`src/hdl/u2fval_pkg.sv`:
```
// ----------------------------------------------------------------------------
// U2F request validator package
// Shared types, opcode and status constants and the verdict-to-status mapping
// used by the capture, check and top-level modules.
// ----------------------------------------------------------------------------
`default_nettype none

package u2fval_pkg;

  // Default width of the request byte counter.
  localparam int unsigned LengthBitsDefault = 16;

  // Width used for length arithmetic: a 16-bit Lc plus a small offset.
  localparam int unsigned CalcBits = 18;

  // Number of captured header bytes and the key-handle length positions.
  localparam int unsigned HeaderBytes    = 7;
  localparam int unsigned ShortHandlePos = 69;
  localparam int unsigned ExtHandlePos   = 71;

  // U2F instruction codes.
  localparam logic [7:0] InsRegister     = 8'h01;
  localparam logic [7:0] InsAuthenticate = 8'h02;
  localparam logic [7:0] InsVersion      = 8'h03;

  // AUTHENTICATE control byte values.
  localparam logic [7:0] P1CheckOnly  = 8'h07;
  localparam logic [7:0] P1Enforce    = 8'h03;
  localparam logic [7:0] P1DontEnforce = 8'h08;

  // REGISTER payload: challenge plus application id.
  localparam logic [15:0] PayloadSize = 16'd64;

  // ISO status words.
  localparam logic [15:0] SwOk          = 16'h0000;
  localparam logic [15:0] SwWrongLength = 16'h6700;
  localparam logic [15:0] SwClaNotSupp  = 16'h6E00;
  localparam logic [15:0] SwInsNotSupp  = 16'h6D00;
  localparam logic [15:0] SwWrongData   = 16'h6A80;

  typedef enum logic [2:0] {
    VERDICT_OK           = 3'd0,
    VERDICT_WRONG_LENGTH = 3'd1,
    VERDICT_CLA          = 3'd2,
    VERDICT_INS          = 3'd3,
    VERDICT_WRONG_DATA   = 3'd4
  } verdict_e;

  // Captured request contents, as seen after the current byte is applied.
  typedef struct packed {
    logic                              overflow;
    logic [7:0]                        short_handle;
    logic [7:0]                        ext_handle;
    logic [HeaderBytes-1:0][7:0]       header;
  } req_view_t;

  // Result of one request check.
  typedef struct packed {
    verdict_e    verdict;
    logic [15:0] status_word;
    logic        needs_presence;
  } result_t;

  function automatic logic [15:0] status_of(verdict_e v);
    logic [15:0] sw;
    case (v)
      VERDICT_OK:           sw = SwOk;
      VERDICT_WRONG_LENGTH: sw = SwWrongLength;
      VERDICT_CLA:          sw = SwClaNotSupp;
      VERDICT_INS:          sw = SwInsNotSupp;
      VERDICT_WRONG_DATA:   sw = SwWrongData;
      default:              sw = SwOk;
    endcase
    return sw;
  endfunction

endpackage

`default_nettype wire

```
`src/hdl/u2fval_capture.sv`:
```
// ----------------------------------------------------------------------------
// U2F request validator byte capture
// Counts request bytes, keeps the header bytes and both key-handle length
// bytes, and flags a request that runs past the counter range.
// ----------------------------------------------------------------------------
`default_nettype none

module u2fval_capture #(
  parameter int unsigned LENGTH_BITS = u2fval_pkg::LengthBitsDefault
) (
  input  wire logic                   clk_i,
  input  wire logic                   rst_ni,
  input  wire logic                   step_i,
  input  wire logic [7:0]             data_byte_i,
  input  wire logic                   last_byte_i,
  output u2fval_pkg::req_view_t       view_o,
  output logic [LENGTH_BITS-1:0]      length_o
);

  localparam logic [LENGTH_BITS-1:0] CountMax = {LENGTH_BITS{1'b1}};

  logic [LENGTH_BITS-1:0]   count_q, count_d;
  logic                     ovf_q, ovf_d;
  logic [u2fval_pkg::HeaderBytes-1:0][7:0] hdr_q, hdr_d;
  logic [7:0]               skh_q, skh_d;
  logic [7:0]               ekh_q, ekh_d;

  // State after the current byte, before the end-of-request clear.
  always_comb begin
    count_d = count_q;
    ovf_d   = ovf_q;
    hdr_d   = hdr_q;
    skh_d   = skh_q;
    ekh_d   = ekh_q;
    if (!ovf_q) begin
      for (int i = 0; i < int'(u2fval_pkg::HeaderBytes); i++) begin
        if (count_q == LENGTH_BITS'(i)) begin
          hdr_d[i] = data_byte_i;
        end
      end
      if (count_q == LENGTH_BITS'(u2fval_pkg::ShortHandlePos)) begin
        skh_d = data_byte_i;
      end
      if (count_q == LENGTH_BITS'(u2fval_pkg::ExtHandlePos)) begin
        ekh_d = data_byte_i;
      end
      if (count_q == CountMax) begin
        ovf_d = 1'b1;
      end else begin
        count_d = count_q + LENGTH_BITS'(1);
      end
    end
  end

  assign view_o.overflow     = ovf_d;
  assign view_o.short_handle = skh_d;
  assign view_o.ext_handle   = ekh_d;
  assign view_o.header       = hdr_d;
  assign length_o            = count_d;

  always_ff @(posedge clk_i or negedge rst_ni) begin
    if (!rst_ni) begin
      count_q <= '0;
      ovf_q   <= 1'b0;
    end else if (step_i) begin
      if (last_byte_i) begin
        count_q <= '0;
        ovf_q   <= 1'b0;
      end else begin
        count_q <= count_d;
        ovf_q   <= ovf_d;
      end
    end
  end

  // Captured bytes need no reset; checks only read bytes inside the request.
  always_ff @(posedge clk_i) begin
    if (step_i) begin
      hdr_q <= hdr_d;
      skh_q <= skh_d;
      ekh_q <= ekh_d;
    end
  end

endmodule

`default_nettype wire

```
`src/hdl/u2fval_judge.sv`:
```
// ----------------------------------------------------------------------------
// U2F request validator checks
// Decides the verdict, status word and user-presence flag of one complete
// request from its length and captured bytes.
// ----------------------------------------------------------------------------
`default_nettype none

module u2fval_judge #(
  parameter int unsigned LENGTH_BITS = u2fval_pkg::LengthBitsDefault
) (
  input  u2fval_pkg::req_view_t       view_i,
  input  wire logic [LENGTH_BITS-1:0] length_i,
  output u2fval_pkg::result_t         result_o
);

  localparam int unsigned CW = u2fval_pkg::CalcBits;

  logic [CW-1:0] len_x;
  logic [CW-1:0] lc_ext, lc_short, lc;
  logic          ext_sel, env_ok, p1_valid;
  logic [7:0]    ins, p1, kh;
  u2fval_pkg::verdict_e verdict;

  assign ins    = view_i.header[1];
  assign p1     = view_i.header[2];
  assign len_x  = CW'(length_i);

  // Extended Lc form needs seven bytes and a zero first length byte.
  assign ext_sel  = (length_i >= LENGTH_BITS'(7)) && (view_i.header[4] == 8'h00);
  assign lc_ext   = CW'({view_i.header[5], view_i.header[6]});
  assign lc_short = CW'(view_i.header[4]);
  assign lc       = ext_sel ? lc_ext : lc_short;
  assign kh       = ext_sel ? view_i.ext_handle : view_i.short_handle;

  always_comb begin
    if (ext_sel) begin
      env_ok = (len_x == lc_ext + CW'(7)) || (len_x == lc_ext + CW'(9));
    end else begin
      env_ok = (len_x == lc_short + CW'(5)) || (len_x == lc_short + CW'(6));
    end
  end

  assign p1_valid = (p1 == u2fval_pkg::P1CheckOnly) || (p1 == u2fval_pkg::P1Enforce) ||
                    (p1 == u2fval_pkg::P1DontEnforce);

  always_comb begin
    verdict = u2fval_pkg::VERDICT_OK;
    if (view_i.overflow || (length_i < LENGTH_BITS'(4))) begin
      verdict = u2fval_pkg::VERDICT_WRONG_LENGTH;
    end else if (view_i.header[0] != 8'h00) begin
      verdict = u2fval_pkg::VERDICT_CLA;
    end else if (ins == u2fval_pkg::InsVersion) begin
      // Bare header or a single trailing byte is always accepted.
      if ((length_i != LENGTH_BITS'(4)) && (length_i != LENGTH_BITS'(5)) &&
          (!env_ok || (lc != '0))) begin
        verdict = u2fval_pkg::VERDICT_WRONG_LENGTH;
      end
    end else if (length_i < LENGTH_BITS'(7)) begin
      verdict = u2fval_pkg::VERDICT_WRONG_LENGTH;
    end else if (ins == u2fval_pkg::InsRegister) begin
      if (!env_ok || (lc != CW'(u2fval_pkg::PayloadSize))) begin
        verdict = u2fval_pkg::VERDICT_WRONG_LENGTH;
      end
    end else if (ins == u2fval_pkg::InsAuthenticate) begin
      if (!env_ok) begin
        verdict = u2fval_pkg::VERDICT_WRONG_LENGTH;
      end else if (!p1_valid) begin
        verdict = u2fval_pkg::VERDICT_WRONG_DATA;
      end else if ((lc < CW'(u2fval_pkg::PayloadSize) + CW'(1)) ||
                   (lc != CW'(u2fval_pkg::PayloadSize) + CW'(1) + CW'(kh))) begin
        verdict = u2fval_pkg::VERDICT_WRONG_LENGTH;
      end
    end else begin
      verdict = u2fval_pkg::VERDICT_INS;
    end
  end

  assign result_o.verdict        = verdict;
  assign result_o.status_word    = u2fval_pkg::status_of(verdict);
  assign result_o.needs_presence =
      ((length_i >= LENGTH_BITS'(2)) && (ins == u2fval_pkg::InsRegister)) ||
      ((length_i >= LENGTH_BITS'(3)) && (ins == u2fval_pkg::InsAuthenticate) &&
       (p1 == u2fval_pkg::P1Enforce));

endmodule

`default_nettype wire

```
`src/hdl/u2f_apdu_request_validator_core.sv`:
```
// ----------------------------------------------------------------------------
// U2F request APDU validator core
// Streams one request APDU byte by byte and returns a single verdict, ISO
// status word and user-presence flag when the last byte has been seen.
// ----------------------------------------------------------------------------
//
//  Channel  | Signals                                   | Direction
//  ---------+-------------------------------------------+----------
//  request  | in_valid_i, in_ready_o, data_byte_i,      | in
//           | last_byte_i                               |
//  verdict  | out_valid_o, out_ready_i, verdict_o,      | out
//           | status_word_o, needs_presence_o           |
//
// One request byte is taken per cycle unless the request side stalls. A byte
// first waits in the input register, then updates the byte counter and
// capture registers; a last byte also loads the result register at that edge,
// which holds the verdict until it is taken. Reset clears the counter, the
// overflow flag and both valid flags. The request side stalls only when a
// last byte waits in the input register while the previous verdict has not
// been taken.
// ----------------------------------------------------------------------------
`default_nettype none

module u2f_apdu_request_validator_core #(
  parameter int unsigned LENGTH_BITS = u2fval_pkg::LengthBitsDefault
) (
  input  wire logic        clk_i,
  input  wire logic        rst_ni,
  input  wire logic        in_valid_i,
  output logic             in_ready_o,
  input  wire logic [7:0]  data_byte_i,
  input  wire logic        last_byte_i,
  output logic             out_valid_o,
  input  wire logic        out_ready_i,
  output logic [2:0]       verdict_o,
  output logic [15:0]      status_word_o,
  output logic             needs_presence_o
);

  // Input register.
  logic       a_valid_q;
  logic [7:0] a_byte_q;
  logic       a_last_q;
  logic       a_adv;

  // Result register.
  logic                r_valid_q;
  u2fval_pkg::result_t r_result_q;

  u2fval_pkg::req_view_t  view;
  logic [LENGTH_BITS-1:0] length;
  u2fval_pkg::result_t    result;

  // The held byte moves on unless it closes a request whose verdict has
  // nowhere to go because the previous one is still waiting.
  assign a_adv      = a_valid_q && !(a_last_q && r_valid_q && !out_ready_i);
  assign in_ready_o = !a_valid_q || a_adv;

  always_ff @(posedge clk_i or negedge rst_ni) begin
    if (!rst_ni) begin
      a_valid_q <= 1'b0;
    end else if (in_ready_o) begin
      a_valid_q <= in_valid_i;
    end
  end

  always_ff @(posedge clk_i) begin
    if (in_ready_o && in_valid_i) begin
      a_byte_q <= data_byte_i;
      a_last_q <= last_byte_i;
    end
  end

  u2fval_capture #(
    .LENGTH_BITS (LENGTH_BITS)
  ) u_capture (
    .clk_i       (clk_i),
    .rst_ni      (rst_ni),
    .step_i      (a_adv),
    .data_byte_i (a_byte_q),
    .last_byte_i (a_last_q),
    .view_o      (view),
    .length_o    (length)
  );

  u2fval_judge #(
    .LENGTH_BITS (LENGTH_BITS)
  ) u_judge (
    .view_i   (view),
    .length_i (length),
    .result_o (result)
  );

  // A verdict is loaded on the last byte of a request and held until the
  // downstream side takes it.
  always_ff @(posedge clk_i or negedge rst_ni) begin
    if (!rst_ni) begin
      r_valid_q <= 1'b0;
    end else if (a_adv && a_last_q) begin
      r_valid_q <= 1'b1;
    end else if (out_ready_i) begin
      r_valid_q <= 1'b0;
    end
  end

  always_ff @(posedge clk_i) begin
    if (a_adv && a_last_q) begin
      r_result_q <= result;
    end
  end

  assign out_valid_o      = r_valid_q;
  assign verdict_o        = r_result_q.verdict;
  assign status_word_o    = r_result_q.status_word;
  assign needs_presence_o = r_result_q.needs_presence;

  // A verdict never carries a status word that disagrees with it on success.
  a_ok_status : assert property (@(posedge clk_i) disable iff (!rst_ni)
    out_valid_o |-> ((verdict_o == u2fval_pkg::VERDICT_OK) == (status_word_o == 16'h0000)))
    else $error("verdict and status word disagree");

  // A last byte that moves on always produces a verdict in the next cycle.
  a_last_result : assert property (@(posedge clk_i) disable iff (!rst_ni)
    (a_adv && a_last_q) |=> out_valid_o)
    else $error("last byte did not produce a verdict");

  // A blocked last byte must stall the request side.
  a_stall : assert property (@(posedge clk_i) disable iff (!rst_ni)
    (a_valid_q && a_last_q && r_valid_q && !out_ready_i) |-> !in_ready_o)
    else $error("request side not stalled behind a pending verdict");

endmodule

`default_nettype wire
```
`config.mk`:
```
export PLATFORM = sky130hd
export DESIGN_NAME = u2f_apdu_request_validator_core
export DESIGN_NICKNAME = d
export VERILOG_FILES = /design/src/hdl/u2fval_pkg.sv /design/src/hdl/u2fval_capture.sv /design/src/hdl/u2fval_judge.sv /design/src/hdl/u2f_apdu_request_validator_core.sv
export SDC_FILE = /design/constraint.sdc
export NUM_CORES = 1
export LEC_CHECK = 0
export ABC_CLOCK_PERIOD_IN_PS = 8290
export BUFFER_PORTS_ARGS = -buffer_cell sky130_fd_sc_hd__buf_2
export CAP_MARGIN = 20
export CORE_ASPECT_RATIO = 1.4
export CORE_UTILIZATION = 25
export CTS_CLUSTER_DIAMETER = 40
export DETAILED_ROUTE_END_ITERATION = 8
export PLACE_DENSITY = 0.48
export SLEW_MARGIN = 20
export SYNTH_ARGS = -nofsm -noshare
export SYNTH_HDL_FRONTEND = slang
export SYNTH_SLANG_ARGS = --single-unit
export TNS_END_PERCENT = 10
```
`constraint.sdc`:
```
create_clock -name clk_i -period 8.29 [get_ports clk_i]
set_clock_uncertainty 0.1 [all_clocks]
set_input_delay 1.658 -clock clk_i [delete_from_list [all_inputs] [get_ports clk_i]]
set_output_delay 1.658 -clock clk_i [all_outputs]
set_load 0.03 [all_outputs]
```
==> results of run 1 <==
-- worst reg2reg max path: cells and delay by family, from the launching register on --
family,cells,cell delay [ns]
AO/OA/AOI/OAI,7,1.68
XOR/XNOR,1,0.08
flip-flops,1,0.66
multiplexers,1,0.27
AND/OR/NAND/NOR,10,3.21
adder cells (fa/ha/maj),1,0.36
-- sequential cells by signal (all words and copies together) (netlist names), 3 cells and up --
| name | flops |
|---|---|
| u_capture.hdr_q | 48 |
| u_capture.count_q | 16 |
| a_byte_q | 8 |
| u_capture.ekh_q | 8 |
| u_capture.skh_q | 8 |
| status_word_o | 6 |
| verdict_o | 3 |
-- cells in the final DEF (no fill, tap or decap), types with 13 or more instances in the layout --
cell type	n
xor2_1	22
nand2_1	88
mux2_2	33
and3_1	14
nand4_1	18
buf_2	25
dfrtp_1	19
a21oi_1	32
xnor2_1	61
mux2i_1	42
nor4_1	13
inv_1	42
nor3_1	24
edfxtp_1	83
nand3_1	37
o21ai_0	59
nor2_1	52
-- per-layer routing --
| metal | up-vias | share of wire (%) | GRT usage (%) |
|---|---|---|---|
| li1 | 3260 | - | - |
| met1 | 3360 | 39 | 18.2 |
| met2 | 188 | 53 | 30.9 |
| met3 | 62 | 3.2 | 2.00 |
| met4 | 0 | 5.2 | 10.8 |
| met5 | - | 0 | 0 |
-- power by group through the flow --
stage,clock network [mW],logic (mW),registers (mW)
after detailed placement,0,0.485,0.674
final,0.468,0.489,0.663
after global routing,0.496,0.529,0.669
after CTS,0.482,0.488,0.663
after floorplan,0,0.353,0.664
after global placement,0,0.485,0.672
-- how the worst max path moves through the flow --
stage / depth (start not counted) / to / from / slack, ns
after floorplan: 27 / status_word_o[13] / u_capture.count_q[0] / 2.37
after global placement: 21 / status_word_o[13] / u_capture.count_q[0] / 1.88
after detailed placement: 21 / status_word_o[13] / u_capture.count_q[0] / 1.77
after CTS: 21 / status_word_o[13] / u_capture.count_q[0] / 1.72
after global routing: 21 / status_word_o[10] / u_capture.count_q[0] / 1.11
final: 20 / status_word_o[13] / u_capture.count_q[6] / 1.67
-- area by class of cell --
type / count / area, µm² / share of cell area [%]
clock inverter: 7 / 80.1 / 0.901
tap: 395 / 494 / 5.56
sequential: 102 / 2970 / 33.4
inverter: 44 / 165 / 1.86
timing repair buffer: 36 / 208 / 2.34
multi-input combinational: 694 / 4750 / 53.4
clock buffer: 9 / 225 / 2.53
-- through the flow --
step | hold WS (ns) | instance area (µm²)
global route | 0.479 | 8890
global placement | 0.446 | 8580
finish | 0.461 | 8890
CTS | 0.470 | 8890
detailed placement | 0.453 | 8580
floorplan | 0.414 | 8150
-- synthesized netlist by cell type (all sizes together) (4+ instances only) --
library cell	number	share of area (%)
and2	8	0.62
or4	11	1.0
nand2b	9	0.69
a31o	4	0.43
and3	14	1.1
ha	11	1.7
a22o	5	0.54
nand2	88	4.1
mux2i	42	5.2
a211oi	8	0.74
a31oi	8	0.62
nor4bb	5	0.62
clkbuf	26	1.2
o211ai	5	0.46
dfrtp	19	5.9
nor4	17	1.8
mux2	33	4.6
and4	8	0.86
inv	44	2.0
or2	4	0.31
nor3	24	1.5
nand3b	8	0.74
o31ai	5	0.46
buf	29	2.2
nand3	37	2.3
edfxtp	83	31
or3	8	0.62
o21ai	65	4.1
o22ai	4	0.39
a21oi	34	2.2
xor2	22	2.4
nand4b	4	0.43
nand4	21	1.8
xnor2	62	6.8
nor4b	7	0.94
nor2	53	2.5
-- cells by family (layout without fill, tap and decap cells) --
| kind of cell | after synthesis | count (layout) | share of synthesized area (%) |
|---|---|---|---|
| XOR/XNOR | 85 | 85 | 9.43 |
| flip-flops | 102 | 102 | 36.5 |
| buffers and inverters | 99 | 96 | 5.41 |
| AO/OA/AOI/OAI | 179 | 179 | 14.4 |
| AND/OR/NAND/NOR | 335 | 335 | 22.8 |
| multiplexers | 75 | 75 | 9.75 |
| other | 1 | 9 | 0.0462 |
| adder cells (fa/ha/maj) | 11 | 11 | 1.69 |
==> impl_metrics.yaml, run 1 <==
detailed_routing:
  drc_errors: 0
  dr.pass1.iters: 5
  ant_nets: 0
  wl_per_cell_um: 21.2
  wirelength_um: 27300
  vias: 6870
  viasPerCell: 5.34
  drt_iter0_drc: 505
power_and_ir_drop:
  power_density_nw_per_um2: 182
  combinationalPowerShare_pct: 30.2
  switching_power_uw: 575
  leakage_nw: 3.25
  p_seq_share_pct: 40.9
  swShare_pct: 35.5
  ir_worst_vdd_v: 0.000108
  power.internal_mw: 1.04
  total_power_mw: 1.62
  clkPwrFrac_pct: 28.9
logic_synthesis:
  synthCells: 887
  ys_seq_area_share_pct: 36.5
  syn_area_per_cell_um2: 9.16
  yosysWarnings: 0
  synth-async-reset-ratio_pct: 18.6
  synth_edf_count: 83
  netlist-cell-type-count: 81
  synth_top_flop_cell: "edfxtp_1"
  synth-seq-cells: 102
  synthesis.area_um2: 8120
grt:
  grt_max_degree: 68
  grt_antenna_before_repair: 0
  grt_pass1_vias: 6809
  grt_pass1_wl_um: 41500
  grtUsageTotal_pct: 16.8
  overflow: 0
clock_network:
  cts_tree: "done"
  cts_buffers: 9
  cts_buffer_depth: 2
  cts_setup_buffers: 0
  clk_latency_ns: 0.40
  htree_levels: 3
  hold_buffers: 0
  cts-root-buf: "clkbuf_16"
  cts.sinks: 102
  cts_resized: 0
  clk_pin_slew_worst_paths_ns: 0.08
placed_design:
  place_ws_ns: 1.77
  place_congestion: 0.920
  io_buffers: 25
  hpwl_um: 20100
  placedCellCount: 1271
die:
  dieArea_um2: 33200
  start_util_pct: 25.6
  fp-row-count: 77
  die_x_um: 154
  die_h_um: 215
  ios: 35
  core_um2: 31800
finish:
  finalNetCount: 911
  utilization_pct: 28.0
  diodes: 0
  syn2layout_area_growth_pct: 9.39
  drive_gt1_share_pct: 12.3
  fillCellCount: 3360
  final_cells: 1287
hold_path:
  holdCritStartpoint: "u_capture.hdr_q[10]"
  hold_path_end: "u_capture.hdr_q[10]"
  min_path_type: "reg2reg"
  hold_depth: 2
worst_setup_path:
  path_buf_inv: 0
  arrival_ns: 6.65
  cp_common_cell: "a21oi_1"
  worstPathRequired_ns: 8.32
  cp_max_fo: 16
  worstSetupStartpointType: "flop"
  crit_path_max_incr_delay_ns: 0.71
  r2r_cells: 20
  crit_path_top_delay_cell: "or4_1"
  crit_type: "reg2reg"
  cp_cell_sequence: "nand3_1 > or4_1 > and3_1 > mux2_2 > nand4_2 > o21ai_2 > nor2_1 > a21oi_1 > ha_1 > nand4_1 > or2_2 > a31oi_1 > xnor2_1 > or4_1 > a21oi_1 > and4bb_1 > a21oi_1 > a2bb2oi_1 > o22ai_2 > nand3b_1"
  r2r_end: "status_word_o[13]"
  crit_family: "simple AND/OR/NAND/NOR gates"
  timing.rr.start: "u_capture.count_q[6]"
  crit_path_end_kind: "flop"
  rrSetupSlack_ns: 1.67
sta:
  hold_viol_final: 0
  setup_viol: 0
  fmax_mhz: 151
  timing.slew.headroom_pct: 36.1
  setup_tns_ns: 0
  report.final.slew_viol_count: 0
  fin_ws_ns: 1.67
  rsz0062_at_grt: "false"
  tightestPinTransition_ns: 0.958
  fin_crit_ns: 6.62
  finalCritPeriodShare_pct: 79.9
run:
  drv_cap: 0
status:
  outcome: "complete, no violations"
Power figures use the tool's default switching activity.
==> run 2: changes to the inputs <==
--- a/config.mk
+++ b/config.mk
@@ -5,14 +5,14 @@
 export SDC_FILE = /design/constraint.sdc
 export NUM_CORES = 1
 export LEC_CHECK = 0
-export ABC_CLOCK_PERIOD_IN_PS = 8290
+export ABC_CLOCK_PERIOD_IN_PS = 5500
 export BUFFER_PORTS_ARGS = -buffer_cell sky130_fd_sc_hd__buf_2
 export CAP_MARGIN = 20
 export CORE_ASPECT_RATIO = 1.4
 export CORE_UTILIZATION = 25
 export CTS_CLUSTER_DIAMETER = 40
 export DETAILED_ROUTE_END_ITERATION = 8
-export PLACE_DENSITY = 0.48
+export PLACE_DENSITY = 0.49
 export SLEW_MARGIN = 20
 export SYNTH_ARGS = -nofsm -noshare
 export SYNTH_HDL_FRONTEND = slang
==> constraint.sdc (replaced) <==
create_clock -name clk_i -period 5.5 [get_ports clk_i]
set_clock_uncertainty 0.1 [all_clocks]
set_input_delay 1.1 -clock clk_i [delete_from_list [all_inputs] [get_ports clk_i]]
set_output_delay 1.1 -clock clk_i [all_outputs]
set_load 0.03 [all_outputs]
==> run 2 against run 1 <==
  * Via count rose by 4.1%
  * Die area is the same
  * Wire length increased by 5.0%
==> impl_metrics.yaml, run 2 (same netlist as run 1, synthesis figures left out) <==
grt:
  grt_antenna_before_repair: 0
  grt_pass1_wl_um: 43700
  grt_max_degree: 68
  grtUsageTotal_pct: 17.8
  overflow: 0
  grt_pass1_vias: 7267
placed_design:
  placedCellCount: 1335
  place_area_um2: 9100
  io_buffers: 25
  hpwl_um: 22300
  place_congestion: 0.917
worst_setup_path:
  timing.rr.start: "u_capture.count_q[5]"
  r2r_cells: 23
  rrSetupSlack_ns: 0.25
  arrival_ns: 5.28
  cp_max_fo: 7
  crit_type: "reg2reg"
  worstSetupStartpointType: "flop"
  r2r_end: "status_word_o[13]"
  crit_path_end_kind: "flop"
  worstPathRequired_ns: 5.53
hold_path:
  hold_depth: 2
  min_path_type: "reg2reg"
  holdCritStartpoint: "u_capture.hdr_q[10]"
  hold_path_end: "u_capture.hdr_q[10]"
finish:
  reg.largest.list: "u_capture.hdr_q: 48 flops, u_capture.count_q: 16 flops"
  finalNetCount: 987
  drive_gt1_share_pct: 21.6
  final_cells: 1363
  final_common_cell: "nand2_1"
  syn2layout_area_growth_pct: 18.3
  layout_common_cells: "88 x nand2_1, 86 x buf_4, 83 x edfxtp_1"
  top_register: "u_capture.hdr_q"
  largest_reg_flops: 48
  diodes: 0
  final_area_um2: 9610
clock_network:
  cts.sinks: 102
  htree_levels: 3
  cts-root-buf: "clkbuf_16"
  clk_pin_slew_worst_paths_ns: 0.08
  cts_buffer_depth: 2
  clk_latency_ns: 0.39
  cts_tree: "done"
  cts_buffers: 9
die:
  die_x_um: 154
  dieArea_um2: 33200
  fp-row-count: 77
  ios: 35
  start_util_pct: 25.6
  core_um2: 31800
  die_h_um: 215
power_and_ir_drop:
  leakage_nw: 3.63
  power_density_nw_per_um2: 262
  ir_worst_vdd_v: 0.000139
detailed_routing:
  vias: 7151
  wirelength_um: 28600
  viasPerCell: 5.25
  ant_nets: 0
  drc_errors: 0
  drt_iter0_drc: 484
  wl_per_cell_um: 21.0
  dr.pass1.iters: 5
sta:
  finalCritPeriodShare_pct: 95.4
  hold_slack_ns: 0.471
  report.final.slew_viol_count: 0
  setup_viol: 0
  fin_crit_ns: 5.25
  hold_viol_final: 0
  tightestPinTransition_ns: 0.929
  fmax_mhz: 191
  timing.slew.headroom_pct: 38.0
status:
  outcome: "complete, no violations"
run:
  drv_cap: 0
## run 2: cell types whose count changed in the layout (fill, tap and decap cells not counted), moves of 3 or more
cell    delta
nor4_2     +4
nor4_1     -4
inv_1      -4
buf_4     +75
ha_1       -3
## run 2: how the worst max path moves through the flow
stage / slack (ns) / depth (start not counted) / from / to
after floorplan: 0.003 / 25 / u_capture.count_q[3] / status_word_o[13]
after global routing: -0.03 / 27 / u_capture.count_q[0] / status_word_o[13]
final: 0.25 / 23 / u_capture.count_q[5] / status_word_o[13]
after CTS: 0.003 / 24 / u_capture.count_q[0] / status_word_o[13]
after global placement: 0.11 / 27 / u_capture.count_q[0] / status_word_o[13]
after detailed placement: -0.04 / 28 / u_capture.count_q[0] / status_word_o[13]
## run 2: critical path, stage by stage, from the launching register on
cell       delay (ns)
dfrtp_1          0.44
buf_4            0.18
nand3_1          0.13
or4_1            0.57
and3_1           0.21
mux2_2           0.28
nand4_4          0.15
o21ai_4          0.23
mux2_2           0.36
ha_1             0.19
buf_4            0.16
nand3_1          0.10
nor2_2           0.05
xnor2_1          0.13
mux2i_1          0.13
nand2_1          0.09
o211ai_1         0.08
or4_4            0.43
a21oi_2          0.13
and4bb_1         0.28
a21oi_1          0.09
a2bb2oi_1        0.16
o22ai_2          0.21
nand3b_1         0.12
## run 2: area by class of cell
| type | instances | area [µm²] |
|---|---|---|
| Sequential cell | 102 | 2970 |
| Timing Repair Buffer | 112 | 782 |
| Clock buffer | 9 | 225 |
| Tap cell | 395 | 494 |
| Inverter | 44 | 170 |
| Clock inverter | 7 | 86.3 |
| Multi-Input combinational cell | 694 | 4890 |
| Fill cell | 3355 | 22200 |
## run 2: per-layer routing
layer / GRT usage, % / up-vias / share of wire [%]
met5: 0 / - / 0
met4: 15.0 / 0 / 8.2
met3: 2.80 / 93 / 3.5
met2: 31.9 / 202 / 52
met1: 18.2 / 3438 / 37
li1: - / 3418 / -
## run 2: per-stage QoR
| stage | util, % | setup slack [ns] | TNS (ns) | power [mW] |
|---|---|---|---|---|
| 2_1_floorplan | - | 0.00265 | 0 | 1.54 |
| 3_3_place_gp | 28.6 | 0.112 | 0 | 1.81 |
| 3_5_place_dp | 28.6 | -0.0444 | -0.0671 | 1.81 |
| 4_1_cts | 29.7 | 0.00296 | 0 | 2.53 |
| 5_1_grt | 30.2 | -0.0330 | -0.0330 | 2.65 |
| 6_report | 30.2 | 0.251 | 0 | 2.52 |
## run 2: power breakdown
part	internal, mW	switching (mW)	total [mW]
Sequential	0.940	0.0543	0.995
Combinational	0.326	0.499	0.826
Clock	0.365	0.337	0.701
## run 2: timing repair
action                                  in CTS  in global routing
pin swaps                                    1                  7
setup buffers                                1                 11
hold endpoints to repair                     0                  0
hold buffers                                 0                  0
endpoints found under the setup margin       5                  5
gates resized for setup                      1                 22
